`src/design/bss_pkg.sv`:
```
// bss_pkg: shared constants, codes and types for the byte stack with search.
// Used by bss_mem, bss_ctrl and byte_stack_with_search. No dependencies.
`timescale 1ns / 1ps
`default_nettype none

package bss_pkg;

    // default number of stack entries
    localparam int DEPTH_DEF = 64;

    // field widths fixed by the item format
    localparam int OP_W     = 2;
    localparam int VALUE_W  = 8;
    localparam int STATUS_W = 2;
    localparam int FIDX_W   = 6;
    localparam int COUNT_W  = 7;
    localparam int CAP_W    = 7;

    // configuration port
    localparam int PADDR_W = 3;
    localparam int PDATA_W = 32;
    localparam logic [PADDR_W-1:0] ADDR_CAPACITY = 3'd0;
    localparam logic [CAP_W-1:0]   CAP_RESET     = 7'd64;

    // operation codes
    localparam logic [OP_W-1:0] OP_PUSH   = 2'd0;
    localparam logic [OP_W-1:0] OP_POP    = 2'd1;
    localparam logic [OP_W-1:0] OP_SEARCH = 2'd2;

    // status codes
    localparam logic [STATUS_W-1:0] STAT_OK        = 2'd0;
    localparam logic [STATUS_W-1:0] STAT_FULL      = 2'd1;
    localparam logic [STATUS_W-1:0] STAT_EMPTY     = 2'd2;
    localparam logic [STATUS_W-1:0] STAT_NOT_FOUND = 2'd3;

    typedef enum logic [1:0] {
        ST_IDLE,
        ST_POP_RD,
        ST_SCAN,
        ST_DONE
    } state_t;

    // one finished result, controller to output register
    typedef struct packed {
        logic [STATUS_W-1:0] status;
        logic [FIDX_W-1:0]   found_index;
        logic [VALUE_W-1:0]  top_value;
        logic [COUNT_W-1:0]  count;
        logic                is_empty;
    } result_t;

endpackage

`default_nettype wire

```
`src/design/bss_mem.sv`:
```
// bss_mem: entry RAM, one write port and one read port, registered read data.
// Depends on bss_pkg for the data width.
`timescale 1ns / 1ps
`default_nettype none

module bss_mem #(
    parameter int DEPTH = bss_pkg::DEPTH_DEF,
    localparam int AW   = $clog2(DEPTH)
) (
    input  wire logic                        clk,
    input  wire logic                        we,
    input  wire logic [AW-1:0]               waddr,
    input  wire logic [bss_pkg::VALUE_W-1:0] wdata,
    input  wire logic                        re,
    input  wire logic [AW-1:0]               raddr,
    output logic      [bss_pkg::VALUE_W-1:0] rdata
);

    logic [bss_pkg::VALUE_W-1:0] mem [DEPTH];
    logic [bss_pkg::VALUE_W-1:0] rdata_reg;

    always_ff @(posedge clk)
    begin
        if (we)
        begin
            mem[waddr] <= wdata;
        end
        if (re)
        begin
            rdata_reg <= mem[raddr];
        end
    end

    assign rdata = rdata_reg;

endmodule

`default_nettype wire

```
`src/design/bss_ctrl.sv`:
```
// bss_ctrl: stack count, cached top byte and the sequencer that drives the
// entry RAM (push write, pop top refill, search walk). Depends on bss_pkg.
`timescale 1ns / 1ps
`default_nettype none

module bss_ctrl #(
    parameter int DEPTH = bss_pkg::DEPTH_DEF,
    localparam int AW   = $clog2(DEPTH),
    localparam int CW   = $clog2(DEPTH + 1)
) (
    input  wire logic                        clk,
    input  wire logic                        rst_n,
    input  wire logic [bss_pkg::CAP_W-1:0]   capacity,
    input  wire logic                        in_valid,
    output logic                             in_ready,
    input  wire logic [bss_pkg::OP_W-1:0]    in_op,
    input  wire logic [bss_pkg::VALUE_W-1:0] in_value,
    output logic                             mem_we,
    output logic      [AW-1:0]               mem_waddr,
    output logic      [bss_pkg::VALUE_W-1:0] mem_wdata,
    output logic                             mem_re,
    output logic      [AW-1:0]               mem_raddr,
    input  wire logic [bss_pkg::VALUE_W-1:0] mem_rdata,
    output logic                             res_valid,
    output bss_pkg::result_t                 res,
    input  wire logic                        res_take
);

    localparam int CMPW = (CW > bss_pkg::CAP_W) ? CW : bss_pkg::CAP_W;

    bss_pkg::state_t state_reg, state_next;
    logic [CW-1:0]                    cnt_reg, cnt_next;
    logic [bss_pkg::VALUE_W-1:0]      top_reg, top_next;
    logic [bss_pkg::VALUE_W-1:0]      val_reg, val_next;
    logic [AW-1:0]                    idx_reg, idx_next;
    logic [bss_pkg::STATUS_W-1:0]     stat_reg, stat_next;
    logic [bss_pkg::FIDX_W-1:0]       fidx_reg, fidx_next;

    logic accept;
    logic full;
    logic hit;
    logic last;

    assign accept = in_valid && in_ready;
    // full against the written capacity and the physical depth
    assign full = (CMPW'(cnt_reg) >= CMPW'(capacity)) || (cnt_reg == CW'(DEPTH));
    assign hit  = (mem_rdata == val_reg);
    assign last = ((CW'(idx_reg) + CW'(1)) == cnt_reg);

    // next state
    always_comb
    begin
        state_next = state_reg;
        unique case (state_reg)
            bss_pkg::ST_IDLE:
            begin
                if (accept)
                begin
                    state_next = bss_pkg::ST_DONE;
                    if (in_op == bss_pkg::OP_POP && cnt_reg > CW'(1))
                    begin
                        state_next = bss_pkg::ST_POP_RD;
                    end
                    else if (in_op == bss_pkg::OP_SEARCH && cnt_reg != '0)
                    begin
                        state_next = bss_pkg::ST_SCAN;
                    end
                end
            end
            bss_pkg::ST_POP_RD:
            begin
                state_next = bss_pkg::ST_DONE;
            end
            bss_pkg::ST_SCAN:
            begin
                if (hit || last)
                begin
                    state_next = bss_pkg::ST_DONE;
                end
            end
            bss_pkg::ST_DONE:
            begin
                if (res_take)
                begin
                    state_next = bss_pkg::ST_IDLE;
                end
            end
            default:
            begin
                state_next = bss_pkg::ST_IDLE;
            end
        endcase
    end

    // outputs and datapath
    always_comb
    begin
        cnt_next  = cnt_reg;
        top_next  = top_reg;
        val_next  = val_reg;
        idx_next  = idx_reg;
        stat_next = stat_reg;
        fidx_next = fidx_reg;
        in_ready  = 1'b0;
        res_valid = 1'b0;
        mem_we    = 1'b0;
        mem_waddr = AW'(cnt_reg);
        mem_wdata = in_value;
        mem_re    = 1'b0;
        mem_raddr = '0;
        unique case (state_reg)
            bss_pkg::ST_IDLE:
            begin
                in_ready = 1'b1;
                if (accept)
                begin
                    val_next  = in_value;
                    fidx_next = '0;
                    idx_next  = '0;
                    stat_next = bss_pkg::STAT_OK;
                    case (in_op)
                        bss_pkg::OP_PUSH:
                        begin
                            if (full)
                            begin
                                stat_next = bss_pkg::STAT_FULL;
                            end
                            else
                            begin
                                mem_we   = 1'b1;
                                cnt_next = cnt_reg + CW'(1);
                                top_next = in_value;
                            end
                        end
                        bss_pkg::OP_POP:
                        begin
                            if (cnt_reg == '0)
                            begin
                                stat_next = bss_pkg::STAT_EMPTY;
                            end
                            else
                            begin
                                cnt_next = cnt_reg - CW'(1);
                                // refill the cached top from the entry below
                                if (cnt_reg > CW'(1))
                                begin
                                    mem_re    = 1'b1;
                                    mem_raddr = AW'(cnt_reg - CW'(2));
                                end
                            end
                        end
                        bss_pkg::OP_SEARCH:
                        begin
                            stat_next = bss_pkg::STAT_NOT_FOUND;
                            if (cnt_reg != '0)
                            begin
                                mem_re    = 1'b1;
                                mem_raddr = '0;
                            end
                        end
                        default:
                        begin
                            stat_next = bss_pkg::STAT_OK;
                        end
                    endcase
                end
            end
            bss_pkg::ST_POP_RD:
            begin
                top_next = mem_rdata;
            end
            bss_pkg::ST_SCAN:
            begin
                // rdata holds entry idx_reg
                if (hit)
                begin
                    stat_next = bss_pkg::STAT_OK;
                    fidx_next = bss_pkg::FIDX_W'(idx_reg);
                end
                else if (!last)
                begin
                    mem_re    = 1'b1;
                    mem_raddr = idx_reg + AW'(1);
                    idx_next  = idx_reg + AW'(1);
                end
            end
            bss_pkg::ST_DONE:
            begin
                res_valid = 1'b1;
            end
            default:
            begin
                in_ready = 1'b0;
            end
        endcase
    end

    always_comb
    begin
        res.status      = stat_reg;
        res.found_index = fidx_reg;
        res.top_value   = (cnt_reg != '0) ? top_reg : '0;
        res.count       = bss_pkg::COUNT_W'(cnt_reg);
        res.is_empty    = (cnt_reg == '0);
    end

    always_ff @(posedge clk or negedge rst_n)
    begin
        if (!rst_n)
        begin
            state_reg <= bss_pkg::ST_IDLE;
            cnt_reg   <= '0;
        end
        else
        begin
            state_reg <= state_next;
            cnt_reg   <= cnt_next;
        end
    end

    always_ff @(posedge clk)
    begin
        top_reg  <= top_next;
        val_reg  <= val_next;
        idx_reg  <= idx_next;
        stat_reg <= stat_next;
        fidx_reg <= fidx_next;
    end

    // count never passes the physical depth
    a_cnt_bound: assert property (@(posedge clk) disable iff (!rst_n)
        cnt_reg <= CW'(DEPTH))
        else $error("stack count above depth");

    // every accepted item leaves idle
    a_accept_busy: assert property (@(posedge clk) disable iff (!rst_n)
        accept |=> state_reg != bss_pkg::ST_IDLE)
        else $error("item accepted but sequencer stayed idle");

    // search walk only over a non-empty stack, and within the count
    a_scan_range: assert property (@(posedge clk) disable iff (!rst_n)
        state_reg == bss_pkg::ST_SCAN |-> (cnt_reg != '0 && CW'(idx_reg) < cnt_reg))
        else $error("search index outside stored entries");

    // top refill follows a pop that left entries behind
    a_pop_refill: assert property (@(posedge clk) disable iff (!rst_n)
        state_reg == bss_pkg::ST_POP_RD |->
            (cnt_reg != '0 && $past(in_op) == bss_pkg::OP_POP))
        else $error("top refill without a pop");

    // a taken result returns the sequencer to idle
    a_take_idle: assert property (@(posedge clk) disable iff (!rst_n)
        res_take |=> state_reg == bss_pkg::ST_IDLE)
        else $error("result taken but sequencer not idle");

endmodule

`default_nettype wire

```
`src/design/byte_stack_with_search.sv`:
```
// Sequence: push, pop to empty, failed ops and code 3 go from accept straight to ST_DONE;
//   a pop that leaves entries passes through ST_POP_RD (one entry RAM read refills the top byte);
//   a search walks ST_SCAN over k entries, k = entries probed (1..count), one RAM read per cycle.
// Flow: one item at a time; the sequencer accepts no new item until its result is handed
//   to the output register; one result may wait in the output register, a second one
//   holds the sequencer and stalls the input until the first is taken.
// Reset: count 0, capacity 64, no result pending; entry RAM is not cleared.
`timescale 1ns / 1ps
`default_nettype none

// byte_stack_with_search: top level; APB capacity register, output register,
// bss_ctrl sequencer and bss_mem entry RAM. Depends on bss_pkg.
module byte_stack_with_search #(
    parameter int DEPTH = bss_pkg::DEPTH_DEF
) (
    input  wire logic                           clk,
    input  wire logic                           rst_n,

    // APB configuration port
    input  wire logic                           psel,
    input  wire logic                           penable,
    input  wire logic                           pwrite,
    input  wire logic [bss_pkg::PADDR_W-1:0]    paddr,
    input  wire logic [bss_pkg::PDATA_W-1:0]    pwdata,
    output logic      [bss_pkg::PDATA_W-1:0]    prdata,
    output logic                                pready,

    // request items
    input  wire logic                           item_valid,
    output logic                                item_ready,
    input  wire logic [bss_pkg::OP_W-1:0]       operation,
    input  wire logic [bss_pkg::VALUE_W-1:0]    value,

    // result items
    output logic                                result_valid,
    input  wire logic                           result_ready,
    output logic      [bss_pkg::STATUS_W-1:0]   status,
    output logic      [bss_pkg::FIDX_W-1:0]     found_index,
    output logic      [bss_pkg::VALUE_W-1:0]    top_value,
    output logic      [bss_pkg::COUNT_W-1:0]    count,
    output logic                                is_empty
);

    localparam int AW = $clog2(DEPTH);

    // ---------------------------------------------------------------
    // Capacity register. Word decode: byte offsets within word 0 all
    // hit the capacity register; the upper word is unmapped.
    // ---------------------------------------------------------------
    logic [bss_pkg::CAP_W-1:0] capacity_reg, capacity_next;
    logic                      cap_sel;
    logic                      cfg_wr;

    assign cap_sel = (paddr[bss_pkg::PADDR_W-1:2] ==
                      bss_pkg::ADDR_CAPACITY[bss_pkg::PADDR_W-1:2]);
    assign cfg_wr  = psel && penable && pwrite && pready;
    assign pready  = 1'b1;
    assign prdata  = cap_sel ? bss_pkg::PDATA_W'(capacity_reg) : '0;

    always_comb
    begin
        capacity_next = capacity_reg;
        if (cfg_wr && cap_sel)
        begin
            capacity_next = pwdata[bss_pkg::CAP_W-1:0];
        end
    end

    always_ff @(posedge clk or negedge rst_n)
    begin
        if (!rst_n)
        begin
            capacity_reg <= bss_pkg::CAP_RESET;
        end
        else
        begin
            capacity_reg <= capacity_next;
        end
    end

    // ---------------------------------------------------------------
    // Sequencer and entry RAM
    // ---------------------------------------------------------------
    logic                        mem_we;
    logic [AW-1:0]               mem_waddr;
    logic [bss_pkg::VALUE_W-1:0] mem_wdata;
    logic                        mem_re;
    logic [AW-1:0]               mem_raddr;
    logic [bss_pkg::VALUE_W-1:0] mem_rdata;
    logic                        res_valid;
    logic                        res_take;
    bss_pkg::result_t            res;

    bss_ctrl #(
        .DEPTH (DEPTH)
    ) u_ctrl (
        .clk       (clk),
        .rst_n     (rst_n),
        .capacity  (capacity_reg),
        .in_valid  (item_valid),
        .in_ready  (item_ready),
        .in_op     (operation),
        .in_value  (value),
        .mem_we    (mem_we),
        .mem_waddr (mem_waddr),
        .mem_wdata (mem_wdata),
        .mem_re    (mem_re),
        .mem_raddr (mem_raddr),
        .mem_rdata (mem_rdata),
        .res_valid (res_valid),
        .res       (res),
        .res_take  (res_take)
    );

    bss_mem #(
        .DEPTH (DEPTH)
    ) u_mem (
        .clk   (clk),
        .we    (mem_we),
        .waddr (mem_waddr),
        .wdata (mem_wdata),
        .re    (mem_re),
        .raddr (mem_raddr),
        .rdata (mem_rdata)
    );

    // ---------------------------------------------------------------
    // Output register: the sequencer hands over a finished item when
    // the register is free or being drained in the same cycle.
    // ---------------------------------------------------------------
    logic             out_valid_reg, out_valid_next;
    bss_pkg::result_t out_res_reg, out_res_next;

    assign res_take = res_valid && (!out_valid_reg || result_ready);

    always_comb
    begin
        out_valid_next = out_valid_reg;
        out_res_next   = out_res_reg;
        if (res_take)
        begin
            out_valid_next = 1'b1;
            out_res_next   = res;
        end
        else if (result_ready)
        begin
            out_valid_next = 1'b0;
        end
    end

    always_ff @(posedge clk or negedge rst_n)
    begin
        if (!rst_n)
        begin
            out_valid_reg <= 1'b0;
        end
        else
        begin
            out_valid_reg <= out_valid_next;
        end
    end

    always_ff @(posedge clk)
    begin
        out_res_reg <= out_res_next;
    end

    assign result_valid = out_valid_reg;
    assign status       = out_res_reg.status;
    assign found_index  = out_res_reg.found_index;
    assign top_value    = out_res_reg.top_value;
    assign count        = out_res_reg.count;
    assign is_empty     = out_res_reg.is_empty;

endmodule

`default_nettype wire

```
`config.mk`:
```
export PLATFORM = sky130hd
export DESIGN_NAME = byte_stack_with_search
export DESIGN_NICKNAME = d
export VERILOG_FILES = /design/src/design/bss_pkg.sv /design/src/design/bss_mem.sv /design/src/design/bss_ctrl.sv /design/src/design/byte_stack_with_search.sv
export SDC_FILE = /design/constraint.sdc
export NUM_CORES = 1
export LEC_CHECK = 0
export ABC_AREA = 1
export CAP_MARGIN = 15
export CORE_MARGIN = 4
export CORE_UTILIZATION = 30
export DETAILED_ROUTE_END_ITERATION = 10
export DONT_BUFFER_PORTS = 1
export PLACE_DENSITY = 0.48
export RECOVER_POWER = 100
export SLEW_MARGIN = 30
export SYNTH_ARGS = -nofsm -noshare
export SYNTH_HDL_FRONTEND = slang
export SYNTH_SLANG_ARGS = --single-unit
```
`constraint.sdc`:
```
create_clock -name clk -period 7.63 [get_ports clk]
set_clock_uncertainty 0.05 [all_clocks]
set_input_delay 1.526 -clock clk [delete_from_list [all_inputs] [get_ports clk]]
set_output_delay 1.526 -clock clk [all_outputs]
set_load 0.005 [all_outputs]
```
==> flow_summary_export.csv <==
group,metric,value,unit
outcome,status,"complete, but fails checks",
outcome,violations,"capacitance limit, slew limit",
min_path,min_delay_path_depth,0,
logic_synthesis,async_reset_ff_frac,0.0288,
finish,layoutNonFillerInstCount,3631,
logic_synthesis,syn_inst,2472,
route,viasPerCell,4.77,
logic_synthesis,synth_mux_area_frac,0.000372,
sta,worst_pin_slew,1530,ps
critical_path,path_class,"in2reg",
finish,largest_register_ffs,512,
route,first_iter_violations,1199,
logic_synthesis,yosys.area.top_type,"edfxtp_1",
logic_synthesis,synthSimpleGateAreaFrac,0.233,
route,ant_nets,0,
route,route.top_layer_used,"met4",
sta,slew_violations,67,
clocking,clkSlewWorstSetupHoldPaths,60,ps
critical_path,cpMaxStageDelayCell,"nand2_2",
place,dpl.cell_count,3512,
sta,fin_crit_sh,0.790,
critical_path,required,7910,ps
logic_synthesis,synth.most_common_cell,"edfxtp_1",
logic_synthesis,synth_cell_type_count,39,
min_path,hold_class,"reg2reg",
place,hpwl,40400,um
clocking,cts_tree,"built",
clocking,ctsResizeCount,0,
floorplan,die_h,307,um
sta,min_period,6020,ps
critical_path,path_cells,"inv_1, ha_1, inv_1, a31oi_4, nand2_1, nor2_4, nand2_8, nand2_2, buf_4, nand2_1, nand3_1, nand3_1, nand3_1, nand3_1, nand3_1, nand2_1",
floorplan,start_util,0.303,
logic_synthesis,seq_area_frac_synth,0.657,
sta,rsz0062_at_grt,"no",
finish,diodes,0,
power_and_ir_drop,power.density,224,mW/mm^2
clocking,clockBufferDepth,3,
logic_synthesis,ys.flop_type,"edfxtp_1",
sta,slew_headroom,-0.0226,
logic_synthesis,synth_top_family_by_area,"simple AND/OR/NAND/NOR gates",
route,routedWlPerCell,19.2,um
floorplan,coreArea,0.0886,sq mm
global_routing,track_usage,0.146,
critical_path,slowest_delay,1300,ps
finish,drive_gt1_frac,0.0547,
finish,areaGrowthSynthToFinish,10.9,%
clocking,cts_sinks,591,
sta,fmax,166,MHz
critical_path,cp-start-kind,"primary input",
clocking,cts_root_buf,"clkbuf_16",
logic_synthesis,synth_xor_area_frac,0.00605,
global_routing,grt_pass1_vias,17000,
critical_path,r2r_slack,1650,ps
floorplan,die-area,0.0945,sq mm
logic_synthesis,synth_compound_area_frac,0.00945,
sta,hold_viol,0,
place,portBuffers,0,
clocking,clock_latency,600,ps
logic_synthesis,synth_area,0.0269,sq mm
place,gp_congestion,0.792,
global_routing,grt_max_degree,107,
logic_synthesis,synthTopCellsByArea,"edfxtp_1 64%, nand3_1 11%, nand2_1 5.6%",
floorplan,die_x,307,um
power_and_ir_drop,leakage,11.5,nW
critical_path,cp.arrival,6310,ps
logic_synthesis,synth_edf_count,574,
route,wl,69900,um
sta,fin_setup_tns,0,ps
route,via_count,17300,
flow_run,max_cap_viol_count,1,
logic_synthesis,synth.avg_cell_area,10.9,sq um
logic_synthesis,synth_common_cells,"574 x edfxtp_1, 569 x nand3_1, 404 x nand2_1, 338 x inv_1, 186 x nand3b_1",
finish,regMostFlops,"u_mem.mem",
clocking,numCtsBuffers,66,
finish,final_util,0.336,
clocking,htreeDepth,3,
clocking,postCtsSetupBuffers,0,
clocking,cts_hold_buf,0,
route,post-route-drc-count,0,
route,firstDrtPassIters,5,
global_routing,grt_pass1_wl,106000,um
floorplan,std_cell_rows,109,
finish,nets,2492,
route,wl_met2,33500,um
critical_path,r2r_cells,15,
route,drt-met1-wl,30300,um
global_routing,antenna_found_initial,1,
critical_path,crit_top_cell,"nand3_1",
finish,nFillCells,8884,
floorplan,ioPinCount,111,
critical_path,path_max_fanout,106,
logic_synthesis,ys_ff_latch,591,
critical_path,crit_path_end_kind,"flip-flop",
route,wl_met3,4190,um
logic_synthesis,yosysWarnings,0,
sta,finalSetupViolations,0,
logic_synthesis,synth_top_area_share,0.641,
logic_synthesis,synthAdderAreaFrac,0.0112,
global_routing,grt.overflow.total,0,
power_and_ir_drop,ir_drop,0.170,mV
worst max-delay path, delay by kind of cell:
kind / cells / cell delay [ps]
AND/OR/NAND/NOR: 11 / 3150
adder cells (fa/ha/maj): 1 / 460
buffers and inverters: 3 / 840
AO/OA/AOI/OAI: 1 / 230
final cells by class:
class,instances,area (sq um),area share
Tap cell,1165,1460,0.0489
Sequential cell,591,17700,0.593
Clock buffer,77,1710,0.0575
Clock inverter,41,358,0.0120
Multi-Input combinational cell,1391,7130,0.239
Inverter,346,1300,0.0437
Timing Repair Buffer,20,171,0.00575
path summary, 6_finish.rpt:
check,from,to
setup / recovery,operation[1],u_mem.rdata[1]
hold / removal,u_ctrl.fidx_reg[4],found_index[4]
setup reg to reg,u_ctrl.cnt_reg[0],u_mem.rdata[1]
hold reg to reg,u_ctrl.fidx_reg[4],found_index[4]
max in group asynchronous,rst_n,capacity_reg[6]
min in group asynchronous,rst_n,u_ctrl.cnt_reg[6]
metrics by stage:
step	setup WS, ps	cell area, sq um	total power, mW	hold slack, ps
floorplan	4180	27000	3.67	350
global placement	1900	27700	3.67	356
detailed placement	1870	27700	3.67	360
CTS	2480	29800	6.76	374
global route	1150	29800	6.91	388
finish	1610	29800	6.68	370
cells by family after synthesis:
family | after synthesis
AO/OA/AOI/OAI | 42
flip-flops | 591
adder cells (fa/ha/maj) | 24
AND/OR/NAND/NOR | 1281
XOR/XNOR | 17
multiplexers | 1
other | 2
buffers and inverters | 514
metal layers:
metal  vias to the layer above  global-route usage
met5                         -                   0
met4                         0              0.0469
met3                        99              0.0298
met2                       453               0.243
met1                      8504               0.193
li1                       8275                   -
placed cells by master, fill, tap and decap left out, drive strengths merged, types with 4 or more instances in the layout:
| cell | n |
|---|---|
| a21oi | 19 |
| conb | 26 |
| buf | 19 |
| inv | 349 |
| o21ai | 15 |
| ha | 24 |
| xnor2 | 4 |
| clkinv | 32 |
| nor2 | 110 |
| nand4 | 4 |
| nand3 | 571 |
| clkbuf | 78 |
| edfxtp | 574 |
| nand3b | 186 |
| xor2 | 12 |
| bufinv | 5 |
| nand2 | 409 |
| dfrtp | 16 |
where the power goes:
part	internal (mW)	leakage [nW]	total, mW	switching, mW
logic	0.0117	5.13	0.0374	0.0256
clock network	1.79	1.03	3.08	1.30
registers	3.56	5.38	3.56	0.00207
total	5.36	11.5	6.68	1.32
Power figures use the tool's default switching activity.
